## config.mk

```make
export PLATFORM = sky130hd
export DESIGN_NAME = mixed_number_reducer
export DESIGN_NICKNAME = d
export VERILOG_FILES = /design/src/design/mnr_pkg.sv /design/src/design/mnr_divider.sv /design/src/design/mnr_datapath.sv /design/src/design/mnr_ctrl.sv /design/src/design/mixed_number_reducer.sv
export SDC_FILE = /design/constraint.sdc
export NUM_CORES = 1
export LEC_CHECK = 0
export BUFFER_PORTS_ARGS = -buffer_cell sky130_fd_sc_hd__buf_2
export CAP_MARGIN = 20
export CORE_MARGIN = 2
export CORE_UTILIZATION = 40
export CTS_CLUSTER_DIAMETER = 200
export DETAILED_ROUTE_END_ITERATION = 6
export GPL_ROUTABILITY_DRIVEN = 0
export SYNTH_ARGS = -nofsm -noshare
export SYNTH_HDL_FRONTEND = slang
export SYNTH_SLANG_ARGS = --single-unit
```

## constraint.sdc

```tcl
create_clock -name clk -period 10.09 [get_ports clk]
set_input_delay 2.018 -clock clk [delete_from_list [all_inputs] [get_ports clk]]
set_output_delay 2.018 -clock clk [all_outputs]
set_load 0.1 [all_outputs]
```

## src/design/mnr_pkg.sv

```systemverilog
package mnr_pkg;

	localparam int FIELD_W = 31;
	localparam int DATA_WIDTH_DEF = 31;

	typedef struct packed {
		logic [FIELD_W-1:0] numerator;
		logic [FIELD_W-1:0] denominator;
	} in_t;

	typedef struct packed {
		logic [FIELD_W-1:0] whole_part;
		logic [FIELD_W-1:0] frac_numerator;
		logic [FIELD_W-1:0] frac_denominator;
		logic               divide_error;
	} out_t;

	typedef enum logic [3:0] {
		ST_IDLE,
		ST_DIV_START,
		ST_DIV_WAIT,
		ST_GCD,
		ST_FN_START,
		ST_FN_WAIT,
		ST_FD_START,
		ST_FD_WAIT,
		ST_FINISH
	} state_t;

	typedef enum logic [1:0] {
		DIV_NUM_BY_DEN,
		DIV_REM_BY_G,
		DIV_DEN_BY_G
	} div_sel_t;

	typedef struct packed {
		logic     load;
		logic     div_start;
		div_sel_t div_sel;
		logic     save_whole;
		logic     gcd_start;
		logic     gcd_step;
		logic     save_fn;
		logic     save_fd;
		logic     out_load;
	} cmd_t;

	typedef struct packed {
		logic den_zero;
		logic div_busy;
		logic rem_zero;
		logic gcd_eq;
	} sts_t;

endpackage

```

## src/design/mnr_divider.sv

```systemverilog
module mnr_divider #(
	parameter int DW = mnr_pkg::DATA_WIDTH_DEF
) (
	input  logic          clk,
	input  logic          arst_n,
	input  logic          start,
	input  logic [DW-1:0] dividend,
	input  logic [DW-1:0] divisor,
	output logic          busy,
	output logic [DW-1:0] quotient,
	output logic [DW-1:0] remainder
);
	localparam int CW = $clog2(DW);

	logic [DW-1:0] q_q, r_q, d_q;
	logic [CW-1:0] cnt_q;
	logic          busy_q;
	logic [DW:0]   trial;
	logic          ge;

	// restoring division, one quotient bit per cycle
	assign trial = {r_q, q_q[DW-1]};
	assign ge    = trial >= {1'b0, d_q};

	always_ff @(posedge clk or negedge arst_n) begin
		if (!arst_n) begin
			busy_q <= 1'b0;
			cnt_q  <= '0;
		end else if (start) begin
			busy_q <= 1'b1;
			cnt_q  <= '0;
		end else if (busy_q) begin
			cnt_q <= cnt_q + 1'b1;
			if (cnt_q == CW'(DW - 1))
				busy_q <= 1'b0;
		end
	end

	always_ff @(posedge clk) begin
		if (start) begin
			q_q <= dividend;
			r_q <= '0;
			d_q <= divisor;
		end else if (busy_q) begin
			q_q <= {q_q[DW-2:0], ge};
			r_q <= ge ? DW'(trial - {1'b0, d_q}) : trial[DW-1:0];
		end
	end

	assign busy      = busy_q;
	assign quotient  = q_q;
	assign remainder = r_q;

endmodule

```

## src/design/mnr_datapath.sv

```systemverilog
module mnr_datapath #(
	parameter int DW = mnr_pkg::DATA_WIDTH_DEF
) (
	input  logic          clk,
	input  logic          arst_n,
	input  mnr_pkg::in_t  in_data,
	input  mnr_pkg::cmd_t cmd,
	output mnr_pkg::sts_t sts,
	output mnr_pkg::out_t out_data
);
	import mnr_pkg::*;

	localparam int KW = $clog2(DW + 1);

	logic [DW-1:0] num_q, den_q, whole_q, rem_q, fn_q, fd_q;
	logic [DW-1:0] a_q, b_q;
	logic [KW-1:0] k_q;
	logic [DW-1:0] gcd_val;
	logic [DW-1:0] div_dividend, div_divisor, div_quot, div_rem;
	logic          div_busy;
	out_t          res;
	out_t          out_q;

	assign gcd_val = DW'(a_q << k_q);

	always_comb begin
		unique case (cmd.div_sel)
			DIV_NUM_BY_DEN: begin
				div_dividend = num_q;
				div_divisor  = den_q;
			end
			DIV_REM_BY_G: begin
				div_dividend = rem_q;
				div_divisor  = gcd_val;
			end
			DIV_DEN_BY_G: begin
				div_dividend = den_q;
				div_divisor  = gcd_val;
			end
			default: begin
				div_dividend = num_q;
				div_divisor  = den_q;
			end
		endcase
	end

	mnr_divider #(.DW(DW)) u_div (
		.clk       (clk),
		.arst_n    (arst_n),
		.start     (cmd.div_start),
		.dividend  (div_dividend),
		.divisor   (div_divisor),
		.busy      (div_busy),
		.quotient  (div_quot),
		.remainder (div_rem)
	);

	always_ff @(posedge clk) begin
		if (cmd.load) begin
			num_q <= DW'(in_data.numerator);
			den_q <= DW'(in_data.denominator);
		end
		if (cmd.save_whole) begin
			whole_q <= div_quot;
			rem_q   <= div_rem;
		end
		if (cmd.save_fn)
			fn_q <= div_quot;
		if (cmd.save_fd)
			fd_q <= div_quot;
	end

	// binary gcd: common factors of two counted in k, odd parts reduced by subtraction
	always_ff @(posedge clk) begin
		if (cmd.gcd_start) begin
			a_q <= div_rem;
			b_q <= den_q;
			k_q <= '0;
		end else if (cmd.gcd_step) begin
			if (!a_q[0] && !b_q[0]) begin
				a_q <= a_q >> 1;
				b_q <= b_q >> 1;
				k_q <= k_q + 1'b1;
			end else if (!a_q[0]) begin
				a_q <= a_q >> 1;
			end else if (!b_q[0]) begin
				b_q <= b_q >> 1;
			end else if (a_q > b_q) begin
				a_q <= a_q - b_q;
			end else begin
				b_q <= b_q - a_q;
			end
		end
	end

	always_comb begin
		res = '0;
		if (den_q == '0) begin
			res.divide_error = 1'b1;
		end else if (rem_q == '0) begin
			res.whole_part       = FIELD_W'(whole_q);
			res.frac_denominator = FIELD_W'(1);
		end else begin
			res.whole_part       = FIELD_W'(whole_q);
			res.frac_numerator   = FIELD_W'(fn_q);
			res.frac_denominator = FIELD_W'(fd_q);
		end
	end

	always_ff @(posedge clk) begin
		if (cmd.out_load)
			out_q <= res;
	end

	assign sts.den_zero = (den_q == '0);
	assign sts.div_busy = div_busy;
	assign sts.rem_zero = (div_rem == '0);
	assign sts.gcd_eq   = (a_q == b_q);
	assign out_data     = out_q;

endmodule

```

## src/design/mnr_ctrl.sv

```systemverilog
module mnr_ctrl (
	input  logic          clk,
	input  logic          arst_n,
	input  logic          in_valid,
	output logic          in_ready,
	output logic          out_valid,
	input  logic          out_ready,
	input  mnr_pkg::sts_t sts,
	output mnr_pkg::cmd_t cmd
);
	import mnr_pkg::*;

	state_t state_q, state_d;
	logic   out_valid_q;

	always_ff @(posedge clk or negedge arst_n) begin
		if (!arst_n)
			state_q <= ST_IDLE;
		else
			state_q <= state_d;
	end

	always_ff @(posedge clk or negedge arst_n) begin
		if (!arst_n)
			out_valid_q <= 1'b0;
		else if (cmd.out_load)
			out_valid_q <= 1'b1;
		else if (out_ready)
			out_valid_q <= 1'b0;
	end

	always_comb begin
		state_d     = state_q;
		cmd         = '0;
		cmd.div_sel = DIV_NUM_BY_DEN;
		in_ready    = 1'b0;
		unique case (state_q)
			ST_IDLE: begin
				in_ready = 1'b1;
				if (in_valid) begin
					cmd.load = 1'b1;
					state_d  = ST_DIV_START;
				end
			end
			ST_DIV_START: begin
				if (sts.den_zero) begin
					state_d = ST_FINISH;
				end else begin
					cmd.div_start = 1'b1;
					state_d       = ST_DIV_WAIT;
				end
			end
			ST_DIV_WAIT: begin
				if (!sts.div_busy) begin
					cmd.save_whole = 1'b1;
					if (sts.rem_zero) begin
						state_d = ST_FINISH;
					end else begin
						cmd.gcd_start = 1'b1;
						state_d       = ST_GCD;
					end
				end
			end
			ST_GCD: begin
				if (sts.gcd_eq)
					state_d = ST_FN_START;
				else
					cmd.gcd_step = 1'b1;
			end
			ST_FN_START: begin
				cmd.div_sel   = DIV_REM_BY_G;
				cmd.div_start = 1'b1;
				state_d       = ST_FN_WAIT;
			end
			ST_FN_WAIT: begin
				if (!sts.div_busy) begin
					cmd.save_fn = 1'b1;
					state_d     = ST_FD_START;
				end
			end
			ST_FD_START: begin
				cmd.div_sel   = DIV_DEN_BY_G;
				cmd.div_start = 1'b1;
				state_d       = ST_FD_WAIT;
			end
			ST_FD_WAIT: begin
				if (!sts.div_busy) begin
					cmd.save_fd = 1'b1;
					state_d     = ST_FINISH;
				end
			end
			ST_FINISH: begin
				// previous item must have left the output register
				if (!out_valid_q || out_ready) begin
					cmd.out_load = 1'b1;
					state_d      = ST_IDLE;
				end
			end
			default: state_d = ST_IDLE;
		endcase
	end

	assign out_valid = out_valid_q;

endmodule

```

## src/design/mixed_number_reducer.sv

```systemverilog
// schedule: one shared bit-serial divider is used up to three times per item, with the gcd
// stepping between its first and second use until both operands are equal; with zero remainder
// the result goes to finish after the first division, and with zero denominator no division runs
// throughput: one item at a time, the next is taken in the cycle after the result is loaded,
// even while that result still waits at the output
// reset: arst_n asynchronous, active low; clears controller state, output valid and divider busy state
module mixed_number_reducer #(
	parameter int DATA_WIDTH = mnr_pkg::DATA_WIDTH_DEF
) (
	input  logic          clk,
	input  logic          arst_n,
	input  logic          in_valid,
	output logic          in_ready,
	input  mnr_pkg::in_t  in_data,
	output logic          out_valid,
	input  logic          out_ready,
	output mnr_pkg::out_t out_data
);
	import mnr_pkg::*;

	cmd_t cmd;
	sts_t sts;

	mnr_ctrl u_ctrl (
		.clk       (clk),
		.arst_n    (arst_n),
		.in_valid  (in_valid),
		.in_ready  (in_ready),
		.out_valid (out_valid),
		.out_ready (out_ready),
		.sts       (sts),
		.cmd       (cmd)
	);

	mnr_datapath #(.DW(DATA_WIDTH)) u_dp (
		.clk      (clk),
		.arst_n   (arst_n),
		.in_data  (in_data),
		.cmd      (cmd),
		.sts      (sts),
		.out_data (out_data)
	);

endmodule

```

Word-level counts from Yosys, hierarchy flattened
Cells that the tools add are included.

Flip-flop bits (word level): 451. Bits of input ports: 66. Logic and storage cells: 124.

Reductions and logical operators: 21. Magnitude comparators: 2. $add $sub $neg: 5. Shift operators: 1. Muxes and demuxes: 51. Equality and inequality tests: 21.

Operator list (number): $mux W31 (16); $logic_not A31 Y1 (3); $sub A31 B31 Y31 (3); $pmux W31 S2 (1); $pmux W4 S9 (1); $ge A32 B31 Y1 (1); $mux W4 (8); $eq A31 B31 Y1 (1); $gt A31 B31 Y1 (1); $shl A31 B5 Y31 (1); $mux W1 (19); $eq A4 B3 Y1 const B (4); $ne A4 B4 Y1 const B (3); $add A5 B1 Y5 const B (2); $mux W5 (2); $ne A2 B2 Y1 const B (5); $eq A4 B2 Y1 const B (2); $reduce_and A3 Y1 (2); $reduce_and A6 Y1 (1); $reduce_bool A2 Y1 (3); $reduce_or A2 Y1 (3); $eq A5 B5 Y1 const B (1); $eq A4 B1 Y1 const B (1); $eq A4 B4 Y1 const B (1); other kinds (12) (16).

Longest topological paths before layout
Depth in word-level cells: 7. Gate-level depth with buffers: 13.

By module
Synthesis repeated with hierarchy kept, for this count alone.

Cell total of the unflattened synthesis: 2246. Area total of the unflattened synthesis: 24997.7 um2.

By module, submodules not included: mnr_datapath (area each 18625.4 um2, cells an instance 1617, instances 1); mnr_divider (area each 5950.7 um2, cells an instance 577, instances 1); mnr_ctrl (area each 421.7 um2, cells an instance 52, instances 1).

Worst setup path after synthesis
OpenSTA, ideal clock, no wires.

Kind: flip-flop to flip-flop. Start point: register u_ctrl.state_q[2]. End point: register u_dp.b_q[10], enable pin. Buffers on the path: 2. Setup time: 0.459 ns. Slack: 2.101 ns. Stages on the path, launching flop included: 8. Data arrival time: 7.530 ns. Cell sequence: dfrtp_1 -> nor2_1 -> nand2_1 -> nor3_1 -> o21ai_0 -> clkbuf_1 -> clkbuf_1 -> o21ai_0.

Cells in the longest elaborated chain, start to end: 4. Elaborated cells on any way between the ends: 8. Classes of those cells: 3 x eq/ne; 2 x mux; 3 x reduce/logical.

Ends and longest elaborated chain: from (decl) (RTL line mnr_ctrl.sv:13) `state_t state_q, state_d;`; from (signal assigned) (RTL line mnr_ctrl.sv:20) `state_q <= state_d;`; $eq A4 B2 Y1 (RTL line mnr_ctrl.sv:37) `unique case (state_q)`; $mux W2 or $mux W1 (tied branches) (RTL line mnr_ctrl.sv:37); $ne A4 B4 Y1 (no line) (tied with other cells); $reduce_and A3 Y1 (no line) *; to (signal assigned) (RTL line mnr_datapath.sv:82) `b_q <= b_q >> 1;`; to (signal assigned) (RTL line mnr_datapath.sv:87) `b_q <= b_q >> 1;`; to (signal assigned) (RTL line mnr_datapath.sv:91) `b_q <= b_q - a_q;`; to (decl) (RTL line mnr_datapath.sv:16) `logic [DW-1:0] a_q, b_q;`.

Every way passes the cells marked *; elsewhere a longest branch is shown, timed or not. A chain may end at the register's enable or synchronous reset.

Worst setup path in the final report
Start point: register u_ctrl.state_q[3]. End point: output port in_ready.

Cells in the longest elaborated chain, start to end: 2.

Ends and longest elaborated chain: $logic_not A4 Y1 (RTL line mnr_ctrl.sv:37); $mux W1 (RTL line mnr_ctrl.sv:37); to (decl) (RTL line mixed_number_reducer.sv:13) `output logic in_ready,`.

No other way between the ends.

==> summary.txt <==
Global routing
  – Initial antenna violation count: 0
  – GRT Residual Overflow: 0
  – Number of global-route vias before repair: 17600
  – Largest net degree at the start of global routing: 94
  – First-pass GRT wire length: 106000 um
  – Gr usage total: 21.8%

STA
  – Final hold viol count: 0
  – Clk_skew: 0.0277 ns
  – Slew headroom: 23.2%
  – Endpoints failing setup: 0
  – FMAX: 0.239 GHz
  – Period Utilization, post-route: 41.5%
  – Slew Limit Fails: 0
  – Least-Margin Pin Slew: 1.14 ns
  – Setup TNS Final: 0 ns
  – Unrepaired setup endpoints after global routing: false
  – Min cycle time layout: 4.19 ns

Logic synthesis
  – Synth Warn #: 0
  – Largest cells by area after synthesis: edfxtp_1, ha_1, a21oi_1, dfxtp_1, nor2_1
  – Post-synth top cells: edfxtp_1, nor2_1, nand2_1
  – Leading area contributor after synthesis: edfxtp_1
  – Sequential area share after synthesis: 53.8%
  – Synth Cell Area: 24400 um2
  – Flip-flop cell with the highest count after synthesis: edfxtp_1
  – Synth Area per Inst: 10.9 um2
  – Number of synthesized flops with an enable pin: 404
  – Number of synthesized register bits: 451
  – Asr flop ratio synth: 2.44%
  – Cells after Synth: 2233
  – Count leader, synth: edfxtp_1
  – Synth cell types: 77
  – Synth top area share: 49.7%
  – Mapped Nets: 2401

Power and ir drop
  – P_leak: 10.4 nW
  – Pwr/cell area: 261 nW/um2
  – Total power: 7.20 mW
  – Peak VDD IR: 0.000134 V

Floorplanning
  – Initial Util: 40.5%
  – Die width: 251 um
  – I/O Pins: 162
  – Core area: 60400 um2
  – Rows: 90
  – Die outline area: 63000 um2
  – Die H: 251 um

Setup path
  – Setup crit start kind: register
  – Reg2reg end: u_dp.b_q[29]
  – Critical path class: register to output pin
  – Crit-path max FO: 14
  – Crit-path slowest cell: dfrtp_1
  – Max incr delay on CP: 0.62 ns
  – Worst R2R Start: u_dp.a_q[4]
  – Setup crit start: u_ctrl.state_q[3]
  – Register-to-Register Path Depth: 10
  – Critical-path cell list: nor4_1 -> buf_2
  – CP endpoint: in_ready
  – R2r setup slk: 6.12 ns
  – Arrival time of the worst setup path: 2.17 ns
  – CP Capture Type: output pin
  – CP required: 8.07 ns

Route
  – Average wire per standard cell: 22.2 um
  – First-pass detailed-route iteration total: 6
  – Iteration-0 DRC Markers: 2210
  – WL final: 70000 um
  – Vias per cell: 5.84
  – Detail Route Antenna Nets: 0
  – Vias: 18400
  – Drc violations: 0

Run
  – Max-cap viol count: 0

Clocking
  – Resized cells post-CTS: 0
  – Inserted Clock Buffers: 50
  – TritonCTS clock tree: done
  – Clock sinks: 451
  – CTS root buf: clkbuf_16
  – CTS Buffer Depth: 3
  – Clk_lat worst skew: 0.61 ns
  – H-Tree Depth: 2
  – Cts-stage hold buffer count: 0
  – Post-CTS setup buffer count: 0
  – Clk slew on worst S/H paths: 0.06 ns

Layout
  – Nets@finish: 2494
  – Layout cells sized above 1: 14.1%
  – Layout Area Growth over Synthesis: 12.9%
  – Diode count: 0

Hold path
  – Worst hold path type: register to register

Status
  – Status: finished, final reports clean

Placement
  – PortBufs: 161
  – Dpl hpwl: 50600 um
## cell usage in the layout (no fill, tap or decap), types with 12 or more instances in the layout
master,Yosys,layout
ha_1,99,98
o22ai_1,13,13
o21a_1,18,18
xor2_1,39,39
a21oi_1,157,157
dfxtp_1,36,35
edfxtp_1,404,404
a221oi_1,67,67
buf_4,0,24
o211ai_1,15,15
xnor2_1,42,42
nand2b_1,21,20
inv_1,135,135
and2_1,67,66
mux2i_1,24,24
nor3_1,34,32
mux2_2,12,12
nand3_1,21,21
buf_2,25,161
a21o_1,33,33
nor4_1,30,30
a211oi_1,25,25
o21ai_0,100,98
clkbuf_1,106,13
a31oi_1,31,31
clkbuf_16,0,50
nand2_1,172,172
nand4_1,39,39
nor2_1,176,174
o31ai_1,39,39
nor2b_1,53,52
mux4_2,26,26
## state kept, by name, indices dropped and copies added, names as in the netlist, 31 cells and up
register / flops
u_dp.fd_q: 31
u_dp.b_q: 31
u_dp.out_data: 94
u_dp.fn_q: 31
u_dp.u_div.d_q: 31
u_dp.a_q: 31
u_dp.rem_q: 31
u_dp.whole_q: 31
u_dp.den_q: 31
u_dp.num_q: 31
u_dp.u_div.quotient: 31
u_dp.u_div.remainder: 31
## per-stage QoR
step / utilization, % / cells / hold WS (ns) / setup WS (ns) / area (um2)
finish: 45.7 / 3150 / 0.498 / 5.90 / 27600
global route: 45.7 / 3150 / 0.529 / 5.82 / 27600
CTS: 45.6 / 3149 / 0.509 / 5.74 / 27500
detailed placement: 42.9 / 3055 / 0.495 / 5.78 / 25900
global placement: 42.8 / 3054 / 0.485 / 5.95 / 25800
floorplan: - / 2233 / 0.457 / 2.10 / 24400
## layout make-up
cell class                      instances  area [um2]
Timing Repair Buffer                  187        1040
Clock buffer                           67        1360
Inverter                              136         510
Multi-Input combinational cell       1500       10200
Tap cell                              782         978
Fill cell                            5518       32800
Clock inverter                         27         319
Sequential cell                       451       13100
## layer usage
metal,GRT usage (%),routed length (um)
met3,3.40,5040
met2,34.6,31900
met4,6.75,2100
met5,0,0
met1,30.6,30900
## report_power, final
| group | total (mW) | internal, mW | switching (mW) |
|---|---|---|---|
| combinational | 2.54 | 0.878 | 1.66 |
| clock | 1.85 | 1.08 | 0.768 |
| sequential | 2.81 | 2.49 | 0.321 |
## cell families (layout without fill, tap and decap cells)
family,count (synthesis),in the layout,synth area share [%]
AND/OR/NAND/NOR,665,665,13.4
AO/OA/AOI/OAI,590,590,16.2
flip-flops,451,451,53.8
buffers and inverters,282,417,4.56
adder cells (fa/ha/maj),102,102,5.32
XOR/XNOR,81,81,2.91
multiplexers,62,62,3.94
## worst min path at each step
| stage | startpoint | to | slack, ns | depth (start not counted) |
|---|---|---|---|---|
| floorplan | u_dp.u_div.remainder[23] | u_dp.rem_q[23] | 0.46 | 0 |
| global placement | u_dp.u_div.quotient[20] | u_dp.whole_q[20] | 0.49 | 0 |
| detailed placement | u_dp.u_div.quotient[14] | u_dp.fd_q[14] | 0.49 | 0 |
| CTS | u_dp.u_div.quotient[14] | u_dp.whole_q[14] | 0.51 | 0 |
| global route | u_dp.u_div.quotient[13] | u_dp.whole_q[13] | 0.53 | 0 |
| finish | u_dp.u_div.quotient[14] | u_dp.fn_q[14] | 0.50 | 0 |
## worst max-delay path, delay by kind of cell, from the launching register on
| family | cells | cell delay [ns] |
|---|---|---|
| flops | 1 | 0.62 |
| buf+inv | 1 | 0.50 |
| simple gates | 1 | 0.45 |
No activity file was read; power rests on OpenSTA's default activity.
